### config.mk
export PLATFORM = sky130hd
export DESIGN_NAME = pbr_seq
export DESIGN_NICKNAME = d
export VERILOG_FILES = /design/src/rtl/core/pbr_pkg.sv /design/src/rtl/core/pbr_seq.sv
export SDC_FILE = /design/constraint.sdc
export NUM_CORES = 1
export LEC_CHECK = 0
export BUFFER_PORTS_ARGS = -buffer_cell sky130_fd_sc_hd__buf_2
export CELL_PAD_IN_SITES_DETAIL_PLACEMENT = 1
export CELL_PAD_IN_SITES_GLOBAL_PLACEMENT = 2
export CORE_ASPECT_RATIO = 0.5
export CORE_UTILIZATION = 33
export DETAILED_ROUTE_END_ITERATION = 10
export PLACE_DENSITY = 0.77
export SLEW_MARGIN = 30
export SYNTH_ARGS = -nofsm -noshare
export SYNTH_HDL_FRONTEND = slang
export SYNTH_SLANG_ARGS = --single-unit
### constraint.sdc
create_clock -name clk -period 4.4 [get_ports clk]
set_input_delay 0.88 -clock clk [delete_from_list [all_inputs] [get_ports clk]]
set_output_delay 0.88 -clock clk [all_outputs]
set_load 0.02 [all_outputs]
### src/rtl/core/pbr_pkg.sv
// ----------------------------------------------------------------------------
// pbr_pkg
// shared types and constants of the playback ring with underrun restart
// ----------------------------------------------------------------------------
package pbr_pkg;

    typedef enum logic [1:0] {
        FUNC_WRITE   = 2'd0,
        FUNC_TICK    = 2'd1,
        FUNC_READ    = 2'd2,
        FUNC_RESTART = 2'd3
    } func_t;

    // one result beat as handed from the sequencer to the output register
    typedef struct packed {
        logic        status;
        logic [7:0]  read_data;
        logic [14:0] free_space;
        logic [14:0] queued;
        logic        underrun_seen;
        logic [15:0] underrun_count;
    } result_t;

    localparam logic [14:0] LEAD_RESET = 15'd512;
    localparam logic [15:0] COUNT_MAX  = 16'hFFFF;

endpackage

### src/rtl/core/pbr_seq.sv
// ----------------------------------------------------------------------------
// pbr_seq
// sequencer: ring positions, gap and queue accounting, zeroing walk and sweep
// ----------------------------------------------------------------------------
module pbr_seq #(
    parameter int RING_BYTES = 32768,
    parameter int AW         = 15
) (
    input  logic                clk,
    input  logic                rst_n,
    input  logic                in_valid,
    output logic                in_stall,
    input  logic [1:0]          func,
    input  logic [7:0]          sample,
    input  logic [14:0]         position,
    input  logic [14:0]         restart_lead,
    output logic                res_valid,
    input  logic                res_ready,
    output pbr_pkg::result_t    res,
    output logic                mem_we,
    output logic [AW-1:0]       mem_waddr,
    output logic [7:0]          mem_wdata,
    output logic                mem_re,
    output logic [AW-1:0]       mem_raddr,
    input  logic [7:0]          mem_rdata
);

    typedef enum logic [2:0] {
        S_CLEAR,
        S_IDLE,
        S_EXEC,
        S_TICK,
        S_ZERO,
        S_FINISH
    } state_t;

    localparam logic [AW:0]   CAP   = (AW+1)'(RING_BYTES - 2);
    localparam logic [AW:0]   RMASK = (AW+1)'(RING_BYTES - 1);
    localparam logic [31:0]   LEAD_RST32 = {17'd0, pbr_pkg::LEAD_RESET};

    state_t             state_reg;
    logic               clr_result_reg;
    pbr_pkg::func_t     func_reg;
    logic [7:0]         sample_reg;
    logic [AW-1:0]      pos_reg;
    logic [AW-1:0]      write_pos_reg;
    logic [AW-1:0]      clean_pos_reg;
    logic [AW-1:0]      queued_reg;
    logic [AW-1:0]      gap_reg;
    logic [15:0]        count_reg;
    logic [AW-1:0]      walk_addr_reg;
    logic [AW-1:0]      walk_cnt_reg;
    logic               status_reg;
    logic               seen_reg;

    logic [AW:0]        used;
    logic [AW:0]        space;
    logic [AW-1:0]      n_calc;
    logic [AW:0]        n_ext;
    logic [AW-1:0]      lead_ring;
    logic [AW-1:0]      lead_sum;
    logic [AW-1:0]      wp_under;
    logic [AW-1:0]      gap_under;
    logic [31:0]        pos32;
    logic [31:0]        lead32;
    logic [31:0]        space32;
    logic [31:0]        used32;

    assign used      = {1'b0, gap_reg} + {1'b0, queued_reg};
    assign space     = (used >= CAP) ? '0 : CAP - used;
    assign n_calc    = pos_reg - clean_pos_reg;
    assign n_ext     = {1'b0, walk_cnt_reg};
    assign pos32     = {17'd0, position};
    assign lead32    = {17'd0, restart_lead};
    assign lead_ring = lead32[AW-1:0];
    assign lead_sum  = pos_reg + lead_ring;
    // restart point rounded down to even
    assign wp_under  = {lead_sum[AW-1:1], 1'b0};
    assign gap_under = wp_under - pos_reg;
    assign space32   = 32'(space);
    assign used32    = 32'(used);

    assign in_stall  = (state_reg != S_IDLE);
    assign res_valid = (state_reg == S_FINISH);

    always_comb
    begin
        res.status         = status_reg;
        res.read_data      = (func_reg == pbr_pkg::FUNC_READ) ? mem_rdata : 8'd0;
        res.free_space     = space32[14:0];
        res.queued         = used32[14:0];
        res.underrun_seen  = seen_reg;
        res.underrun_count = count_reg;
    end

    always_comb
    begin
        mem_we    = 1'b0;
        mem_waddr = walk_addr_reg;
        mem_wdata = 8'd0;
        mem_re    = 1'b0;
        mem_raddr = pos_reg;
        unique case (state_reg)
            S_CLEAR, S_ZERO:
            begin
                mem_we = 1'b1;
            end
            S_EXEC:
            begin
                if (func_reg == pbr_pkg::FUNC_WRITE && space != '0)
                begin
                    mem_we    = 1'b1;
                    mem_waddr = write_pos_reg;
                    mem_wdata = sample_reg;
                end
                mem_re = (func_reg == pbr_pkg::FUNC_READ);
            end
            S_IDLE, S_TICK, S_FINISH:
            begin
            end
            default:
            begin
            end
        endcase
    end

    always_ff @(posedge clk or negedge rst_n)
    begin
        if (!rst_n)
        begin
            state_reg      <= S_CLEAR;
            clr_result_reg <= 1'b0;
            write_pos_reg  <= LEAD_RST32[AW-1:0];
            gap_reg        <= LEAD_RST32[AW-1:0];
            clean_pos_reg  <= '0;
            queued_reg     <= '0;
            count_reg      <= '0;
            walk_addr_reg  <= '0;
            walk_cnt_reg   <= '0;
            status_reg     <= 1'b0;
            seen_reg       <= 1'b0;
        end
        else
        begin
            unique case (state_reg)
                S_CLEAR:
                begin
                    walk_addr_reg <= walk_addr_reg + 1'b1;
                    if ({1'b0, walk_addr_reg} == RMASK)
                    begin
                        state_reg <= clr_result_reg ? S_FINISH : S_IDLE;
                    end
                end
                S_IDLE:
                begin
                    if (in_valid)
                    begin
                        state_reg <= S_EXEC;
                    end
                end
                S_EXEC:
                begin
                    status_reg <= 1'b0;
                    seen_reg   <= 1'b0;
                    unique case (func_reg)
                        pbr_pkg::FUNC_WRITE:
                        begin
                            if (space == '0)
                            begin
                                status_reg <= 1'b1;
                            end
                            else
                            begin
                                write_pos_reg <= write_pos_reg + 1'b1;
                                queued_reg    <= queued_reg + 1'b1;
                            end
                            state_reg <= S_FINISH;
                        end
                        pbr_pkg::FUNC_TICK:
                        begin
                            walk_addr_reg <= clean_pos_reg;
                            walk_cnt_reg  <= n_calc;
                            state_reg     <= S_TICK;
                        end
                        pbr_pkg::FUNC_READ:
                        begin
                            state_reg <= S_FINISH;
                        end
                        pbr_pkg::FUNC_RESTART:
                        begin
                            clean_pos_reg  <= '0;
                            queued_reg     <= '0;
                            count_reg      <= '0;
                            gap_reg        <= lead_ring;
                            write_pos_reg  <= lead_ring;
                            walk_addr_reg  <= '0;
                            clr_result_reg <= 1'b1;
                            state_reg      <= S_CLEAR;
                        end
                        default:
                        begin
                        end
                    endcase
                end
                S_TICK:
                begin
                    priority if (n_ext > used)
                    begin
                        if (queued_reg != '0)
                        begin
                            seen_reg <= 1'b1;
                            if (count_reg != pbr_pkg::COUNT_MAX)
                            begin
                                count_reg <= count_reg + 1'b1;
                            end
                        end
                        write_pos_reg <= wp_under;
                        gap_reg       <= gap_under;
                        queued_reg    <= '0;
                    end
                    else if (walk_cnt_reg > gap_reg)
                    begin
                        queued_reg <= queued_reg - (walk_cnt_reg - gap_reg);
                        gap_reg    <= '0;
                    end
                    else
                    begin
                        gap_reg <= gap_reg - walk_cnt_reg;
                    end
                    clean_pos_reg <= pos_reg;
                    state_reg     <= (walk_cnt_reg == '0) ? S_FINISH : S_ZERO;
                end
                S_ZERO:
                begin
                    // zero one played byte per cycle
                    walk_addr_reg <= walk_addr_reg + 1'b1;
                    walk_cnt_reg  <= walk_cnt_reg - 1'b1;
                    if (walk_cnt_reg == AW'(1))
                    begin
                        state_reg <= S_FINISH;
                    end
                end
                S_FINISH:
                begin
                    clr_result_reg <= 1'b0;
                    if (res_ready)
                    begin
                        state_reg <= S_IDLE;
                    end
                end
                default:
                begin
                    state_reg <= S_IDLE;
                end
            endcase
        end
    end

    always_ff @(posedge clk)
    begin
        if (state_reg == S_IDLE && in_valid)
        begin
            func_reg   <= pbr_pkg::func_t'(func);
            sample_reg <= sample;
            pos_reg    <= pos32[AW-1:0];
        end
    end

    a_accept_exec: assert property (@(posedge clk) disable iff (!rst_n)
        (in_valid && !in_stall) |=> (state_reg == S_EXEC))
        else $error("accepted beat did not start execution");

    a_idle_no_write: assert property (@(posedge clk) disable iff (!rst_n)
        (state_reg == S_IDLE) |-> !mem_we)
        else $error("ring written while idle");

    a_used_bound: assert property (@(posedge clk) disable iff (!rst_n)
        used <= RMASK)
        else $error("gap plus queued exceeds ring");

    a_queued_bound: assert property (@(posedge clk) disable iff (!rst_n)
        (queued_reg != '0) |-> (used <= CAP))
        else $error("queued data overfills ring");

    a_count_sat: assert property (@(posedge clk) disable iff (!rst_n)
        (state_reg == S_TICK && count_reg == pbr_pkg::COUNT_MAX)
        |=> (count_reg == pbr_pkg::COUNT_MAX))
        else $error("underrun count wrapped");

endmodule

Yosys cells after proc, flatten, opt, wreduce, memory -nomap -nowiden. Cells that the tools add are included. Widths: inputs -> output; s select.

Register bits: 137. Bits of input ports: 52. Output and inout port bits: 98. Logic and storage cells: 126.

Add/subtract/negate cells: 13. Order comparisons: 3. Equal/unequal tests: 25. Multiplexer cells: 48. Reduce and logical (&&, ||, !) cells: 23.

Operators by type and width (number): $pmux 15 s2 (9); $mux 15 (12); $mux 16 (5); $sub 15x15->15 (5); $add 15x1->15 const B (3); $pmux 16 s2 (1); $mux 8 (3); $pmux 3 s6 (1); $add 15x15->16 (1); $add 16x1->16 const B (1); $ge 16x15->1 const B (1); $gt 15x16->1 (1); $logic_not 16->1 (1); $ne 16x16->1 const B (1); $ne 2x2->1 const B (8); $reduce_bool 16->1 (1); $sub 15x16->16 const A (1); $add 15x15->15 (1); $eq 15x1->1 const B (1); $eq 15x15->1 const B (1); $gt 15x15->1 (1); $logic_not 15->1 (1); $mux 3 (5); $reduce_bool 15->1 (1); other kinds (21) (46).

Longest topological paths before layout. Gate-level depths: netlist of run 1.

Depth in word-level cells: 7. Gate-level depth with buffers: 20. Mapped depth without buffers: 20.

Least setup slack after synthesis of run 1. No wires, ideal clock.

Kind: register -> output. Start point: register queued_reg[0]. End point: output port mem_waddr[10]. Arrival: 4026 ps. Required time: 3520 ps. Setup slack: -506 ps. Stages on the path, launching flop included: 14. Buffers on the path: 1. Path through: dfrtp_1 > ha_1 > fa_1 > xor2_1 > nand3_1 > or3_4 > or4_1 > a31oi_1 > nand4_1 > a211o_1 > nor2_1 > nor3_4 > clkbuf_1 > o21ai_0.

RTL lines: from (decl) (line pbr_seq.sv:48) `logic [AW-1:0] queued_reg;`; from (signal assigned) (line pbr_seq.sv:175) `queued_reg <= queued_reg + 1'b1;`; from (signal assigned) (line pbr_seq.sv:223) `queued_reg <= queued_reg - (walk_cnt_reg - gap_reg);`; to (decl) (line pbr_seq.sv:21) `output logic [AW-1:0] mem_waddr,`.

Worst setup path after layout of run 1.
Start point: register gap_reg[0]. End point: output port mem_waddr[5].

Word-level cells in the longest chain between the ends: 7. Elaborated cells between the ends (all ways): 8. Classes of those cells: 2 x add/sub; 1 x order compare; 3 x mux; 2 x reduce/logical.

Ends and longest elaborated chain: from (decl) (line pbr_seq.sv:49) `logic [AW-1:0] gap_reg;`; from (signal assigned) (line pbr_seq.sv:134) `gap_reg <= LEAD_RST32[AW-1:0];`; from (signal assigned) (line pbr_seq.sv:194) `gap_reg <= lead_ring;`; from (signal assigned) (line pbr_seq.sv:218) `gap_reg <= gap_under;`; $add 15x15->16 (*) (line pbr_seq.sv:69) `assign used = {1'b0, gap_reg} + {1'b0, queued_reg};`; $sub 15x16->16 / $ge 16x15->1 (equally long branches) (line pbr_seq.sv:70) `assign space = (used >= CAP) ? '0 : CAP - used;`; $mux 16 (*) (line pbr_seq.sv:70); $reduce_bool 16->1 (*) (line pbr_seq.sv:110) `if (func_reg == pbr_pkg::FUNC_WRITE && space != '0)`; $logic_and 1x1->1 (*) (line pbr_seq.sv:110); $mux 15 (*) (line pbr_seq.sv:110); $mux 15 (*) (line pbr_seq.sv:103) `unique case (state_reg)`.

Mark *: on every way between the ends. The rest lies on a longest branch, timed or not.

==> results.json, run 1 <==
{
  "ys_seq_area_frac": 0.282,
  "critPathKind": "flop to output port",
  "yosys.area.top_type": "dfrtp_1",
  "critical_path.top_delay_family": "buffers and inverters",
  "start_util": 0.336,
  "fp-row-count": 50,
  "crit_required_ns": 3.52,
  "setup_viol": 101,
  "place_congestion": 0.916,
  "final_common_cell": "buf_4",
  "maxCapViolations": 0,
  "critPathLaunchType": "flop",
  "drc": 0,
  "layout.cells.most_common_list": "buf_4 (190), inv_1 (157), a21oi_1 (115)",
  "ioPinCount": 150,
  "post-place-ws_ns": -0.542,
  "path_cells": "ha_4, fa_2, a211oi_4, buf_6, o31ai_4, a32oi_2, buf_4, mux2i_4, a2111oi_4, buf_4, inv_2, and4_4, or2_4, nor3_4, buf_12, buf_12, buf_16, mux2_4, buf_6",
  "worstSetupEndpointType": "output port",
  "largest_reg_flops": 16,
  "antenna_found_initial": 0,
  "syn-num-nets": 1705,
  "ys_seq_elements": 137,
  "grtUsageTotal": 0.268,
  "cts-root-buf": "clkbuf_16",
  "drive_gt1_frac": 0.324,
  "dp_hpwl_um": 39600,
  "clkLatencyLatePin_ns": 0.47,
  "r2r_start": "gap_reg[0]",
  "finalNonFillerCells": 2373,
  "ys.flop_type": "dfrtp_1",
  "avgViaCountPerCell": 5.52,
  "maxSlewViolCount": 0,
  "slowest_stage": "dfrtp_2",
  "clock.fmax_mhz": 189,
  "yosysWarningCount": 0,
  "die_area_mm2": 0.0391,
  "p_per_area_mw_per_mm2": 934,
  "synth_async_sr_flop_share": 0.818,
  "hold_viol": 0,
  "startpoint": "gap_reg[0]",
  "r2r_setup_slack_ns": -0.31,
  "cts_buffer_depth": 2,
  "postSynthAreaPerCell_um2": 8.29,
  "routedWlPerCell_um": 22.4,
  "seq_area_mm2": 0.00356,
  "core_area_mm2": 0.0375,
  "syn2layout_area_growth_pct": 38.7,
  "fill_cells": 4433,
  "path_clk_slew_ns": 0.06,
  "drt-total-wl_um": 53200,
  "arrival_ns": 4.42,
  "synth_cells": 1524,
  "die_w_um": 279,
  "tightest_slew_ns": 0.974,
  "max-slew-margin-rel": 0.348,
  "hp-class": "input port to async pin",
  "grt_pass1_vias": 13800,
  "cp_max_fo": 8,
  "antenna_left": 0,
  "dieHeight_um": 140,
  "synth_area_leaders": "dfrtp_1 (22%), ha_1 (11%), edfxtp_1 (5.9%), xnor2_1 (5.4%), a21oi_1 (5.0%)",
  "holdWs_ns": 0.501,
  "violations": "negative setup slack",
  "htree_num_levels": 4,
  "path_buf_inv": 8,
  "layout_setup_ws_ns": -0.901,
  "cts_tree": "yes",
  "place_inst": 2290,
  "clock-sinks": 137,
  "cts_buffers": 17,
  "grt_pass1_wl_um": 79800,
  "io_buffers": 149,
  "fin_nets": 2047,
  "post-route-min-period_ns": 5.30,
  "period_share": 1.20,
  "netlist.area_leader.share": 0.218,
  "grt_max_degree": 65,
  "total_power_uw": 16400,
  "overflow": 0,
  "vias": 13100,
  "synth_area_mm2": 0.0126,
  "ctsHoldBuffers": 0,
  "finalClockSkew_ns": 0.0113,
  "multi_input_area_mm2": 0.00908,
  "synth_edf_count": 25,
  "ff2ff_path_depth": 22,
  "r2r-end": "write_pos_reg[1]",
  "n_antenna_cell": 0,
  "leakage_uw": 0.00809,
  "ys_types": 96,
  "slowest_delay_ns": 0.44,
  "drt-pass1-iter-count": 5,
  "status": "complete, but fails checks",
  "vdd_ir_drop_max_mv": 0.354,
  "grt_setup_unrepaired": "yes",
  "drt-initial-drc-count": 838
}
==> power by group <==
part	internal, uW	total, uW	switching [uW]
Sequential	1740	2440	699
Combinational	5630	12500	6830
Clock	743	1450	708
==> worst max path at each step <==
stage / endpoint / cells past startpoint / slack, ns
6_report: mem_waddr[5] / 19 / -0.90
5_1_grt: mem_waddr[5] / 18 / -1.04
4_1_cts: mem_waddr[4] / 19 / -0.84
3_5_place_dp: count_reg[7] / 19 / -0.54
3_3_place_gp: mem_waddr[14] / 14 / -0.38
2_1_floorplan: mem_waddr[11] / 14 / -0.09
==> through the flow <==
| step | TNS [ns] | utilization | cell area (um^2) |
|---|---|---|---|
| 3_3_place_gp | -22.73 | 0.406 | 15200 |
| 3_5_place_dp | -32.81 | 0.406 | 15200 |
| 6_report | -40.18 | 0.467 | 17500 |
| 4_1_cts | -30.65 | 0.452 | 17000 |
| 2_1_floorplan | -1.38 | - | 12700 |
| 5_1_grt | -53.81 | 0.467 | 17500 |
==> cell type report <==
class,count,share of cell area
Inverter,163,0.0354
Clock inverter,15,0.00750
Clock buffer,17,0.0243
Sequential cell,137,0.203
Timing Repair Buffer,380,0.176
Tap cell,494,0.0353
Multi-Input combinational cell,1167,0.519
==> cells in the mapped netlist, types with 23 or more instances <==
cell type,instances
xnor2_1,78
xor2_1,24
nand2_1,102
dfrtp_1,110
and3_1,25
o22ai_1,28
inv_1,160
edfxtp_1,25
a21o_1,23
nand3_1,46
a31oi_1,26
o21ai_0,107
nor2_1,123
nor3_1,41
clkbuf_1,33
ha_1,110
a21oi_1,125
==> repair_timing <==
action                                  4_1_cts  5_1_grt
buffers inserted                             35       13
gates resized for setup                     173      122
endpoints found under the setup margin      101      100
cloned                                        6        5
pin swaps                                    23       51
==> cells by family after synthesis <==
kind of cell	Yosys count	share of synthesized area
and+or+nand+nor	461	0.181
AOI/OAI and AO/OA	440	0.222
buffers and inverters	220	0.0733
DFF	137	0.282
adders and majority gates	130	0.140
xor gates and xnor gates	103	0.0720
muxes	33	0.0302
==> layer usage <==
layer  track usage  part of all wire  vias to the layer above
met4        0.0975             0.030                        0
met2         0.429              0.46                      324
met3        0.0567             0.047                       87
met5             0                 0                        -
met1         0.357              0.46                     6597
li1              -                 -                     6098
(Power assumes the default switching activity.)
==> run 2, diff against run 1 <==
Settings changed: MAX_ROUTING_LAYER from default to met4.
==> results.json, run 2 (same netlist as run 1, synthesis figures left out) <==
{
  "place_inst": 2288,
  "p_sw_uw": 8590,
  "seqPwrFrac": 0.139,
  "status": "complete, but fails checks",
  "avgViaCountPerCell": 5.50,
  "grt_max_degree": 63,
  "dp_hpwl_um": 40000,
  "hold_viol": 0,
  "cts_buffer_depth": 2,
  "n_antenna_cell": 0,
  "antenna_found_initial": 2,
  "violations": "negative setup slack",
  "ff2ff_path_depth": 22,
  "period_share": 1.19,
  "drt-pass1-iter-count": 5,
  "combPwrFrac": 0.772,
  "grt_pass1_vias": 13300,
  "fin_nets": 2047,
  "clkLatencyLatePin_ns": 0.47,
  "grtUsageTotal": 0.271,
  "setup_viol": 101,
  "tightest_slew_ns": 0.873,
  "grt_pass1_wl_um": 78600,
  "final_common_cell": "buf_4",
  "swShare": 0.497,
  "maxCapViolations": 0,
  "vias": 13000,
  "clock-sinks": 137,
  "overflow": 0,
  "total_power_uw": 17300,
  "core_area_mm2": 0.0375,
  "dieHeight_um": 140,
  "critPathLaunchType": "flop",
  "start_util": 0.336,
  "fp-row-count": 50,
  "cts_tree": "yes",
  "routedWlPerCell_um": 22.5,
  "worstSetupEndpointType": "output port",
  "arrival_ns": 4.35,
  "syn2layout_area_growth_pct": 41.7,
  "finalNonFillerCells": 2373,
  "p_per_area_mw_per_mm2": 966,
  "cts-root-buf": "clkbuf_16",
  "critPathKind": "flop to output port",
  "clock.fmax_mhz": 191,
  "die_area_mm2": 0.0391,
  "final_cell_area_mm2": 0.0179,
  "leakage_uw": 0.00817,
  "p_int_uw": 8700,
  "layout.cells.most_common_list": "buf_4 (182), inv_1 (158), buf_2 (111)",
  "layout_setup_ws_ns": -0.834,
  "maxSlewViolCount": 0,
  "crit_required_ns": 3.52,
  "drt-initial-drc-count": 967,
  "largest_reg_flops": 16,
  "cp_max_fo": 8,
  "dpl_cell_area_mm2": 0.0152,
  "post-route-min-period_ns": 5.23,
  "hp-class": "input port to async pin",
  "drive_gt1_frac": 0.340,
  "drc": 0,
  "io_buffers": 149,
  "die_w_um": 279,
  "clockPowerShare": 0.089,
  "cts_buffers": 17,
  "place_congestion": 0.895,
  "antenna_left": 0,
  "path_clk_slew_ns": 0.06,
  "htree_num_levels": 4,
  "max-slew-margin-rel": 0.416,
  "grt_setup_unrepaired": "yes",
  "post-place-ws_ns": -0.515,
  "vdd_ir_drop_max_mv": 0.369,
  "ioPinCount": 150,
  "post-route-util": 0.477,
  "drt-total-wl_um": 53500,
  "finalClockSkew_ns": 0.0170
}
[run 2: final cells by class]
| cell class | count | area (um^2) |
|---|---|---|
| clock buffers | 18 | 429 |
| fillers | 4400 | 19600 |
| multi-input cells | 1167 | 9360 |
| clock inverters | 14 | 158 |
| well taps | 494 | 618 |
| flip-flops and latches | 137 | 3560 |
| repair buffers | 380 | 3150 |
| inverters | 163 | 622 |
[run 2: power groups by stage]
stage          Clock, uW  Combinational, uW  Sequential [uW]
6_report            1540              13300             2410
5_1_grt             1600              14300             2450
4_1_cts             1550              11000             2350
3_5_place_dp           0              10300             2360
3_3_place_gp           0              10000             2340
2_1_floorplan          0               6560             2160
[run 2: repair_timing]
action | 4_1_cts | 5_1_grt
setup buffers | 13 | 34
setup endpoints to repair | 101 | 101
pin swaps | 11 | 104
gates cloned | 3 | 9
gates resized for setup | 65 | 294
hold buffers | 0 | 0
[run 2: critical path, stage by stage (launching register included)]
cell,delay [ns]
dfrtp_1,0.41
ha_4,0.19
fa_2,0.42
buf_6,0.15
xor2_4,0.17
nand3_2,0.10
or3_4,0.34
or4_4,0.43
a31oi_4,0.22
nand4_1,0.12
a211o_1,0.34
nor2_4,0.16
nor3_4,0.05
buf_12,0.14
clkbuf_16,0.17
mux2_4,0.31
buf_6,0.13
[run 2: path summary, 6_finish.rpt]
check	start	to	slack, ns
max	gap_reg[0]	mem_waddr[4]	-0.83
min reg2reg	status_reg	status_reg	0.50
max in group asynchronous	rst_n	write_pos_reg[9]	3.00
min in group clk	status_reg	status_reg	0.50
max reg2reg	gap_reg[0]	queued_reg[7]	-0.37
min	rst_n	gap_reg[1]	0.50
[run 2: through the flow]
| stage | hold slack (ns) | TNS, ns |
|---|---|---|
| 2_1_floorplan | 0.447 | -1.38 |
| 3_3_place_gp | 0.471 | -27.70 |
| 3_5_place_dp | 0.481 | -25.76 |
| 4_1_cts | 0.500 | -32.84 |
| 5_1_grt | 0.518 | -52.36 |
| 6_report | 0.498 | -41.12 |
[run 2: routing by layer]
| metal | share of wire | wire (um) | vias to the layer above | track usage |
|---|---|---|---|---|
| li1 | - | - | 6113 | - |
| met1 | 0.47 | 25200 | 6534 | 0.369 |
| met2 | 0.46 | 24600 | 324 | 0.422 |
| met3 | 0.042 | 2240 | 69 | 0.0340 |
| met4 | 0.027 | 1470 | 0 | 0.0755 |
| met5 | 0 | 0 | - | - |
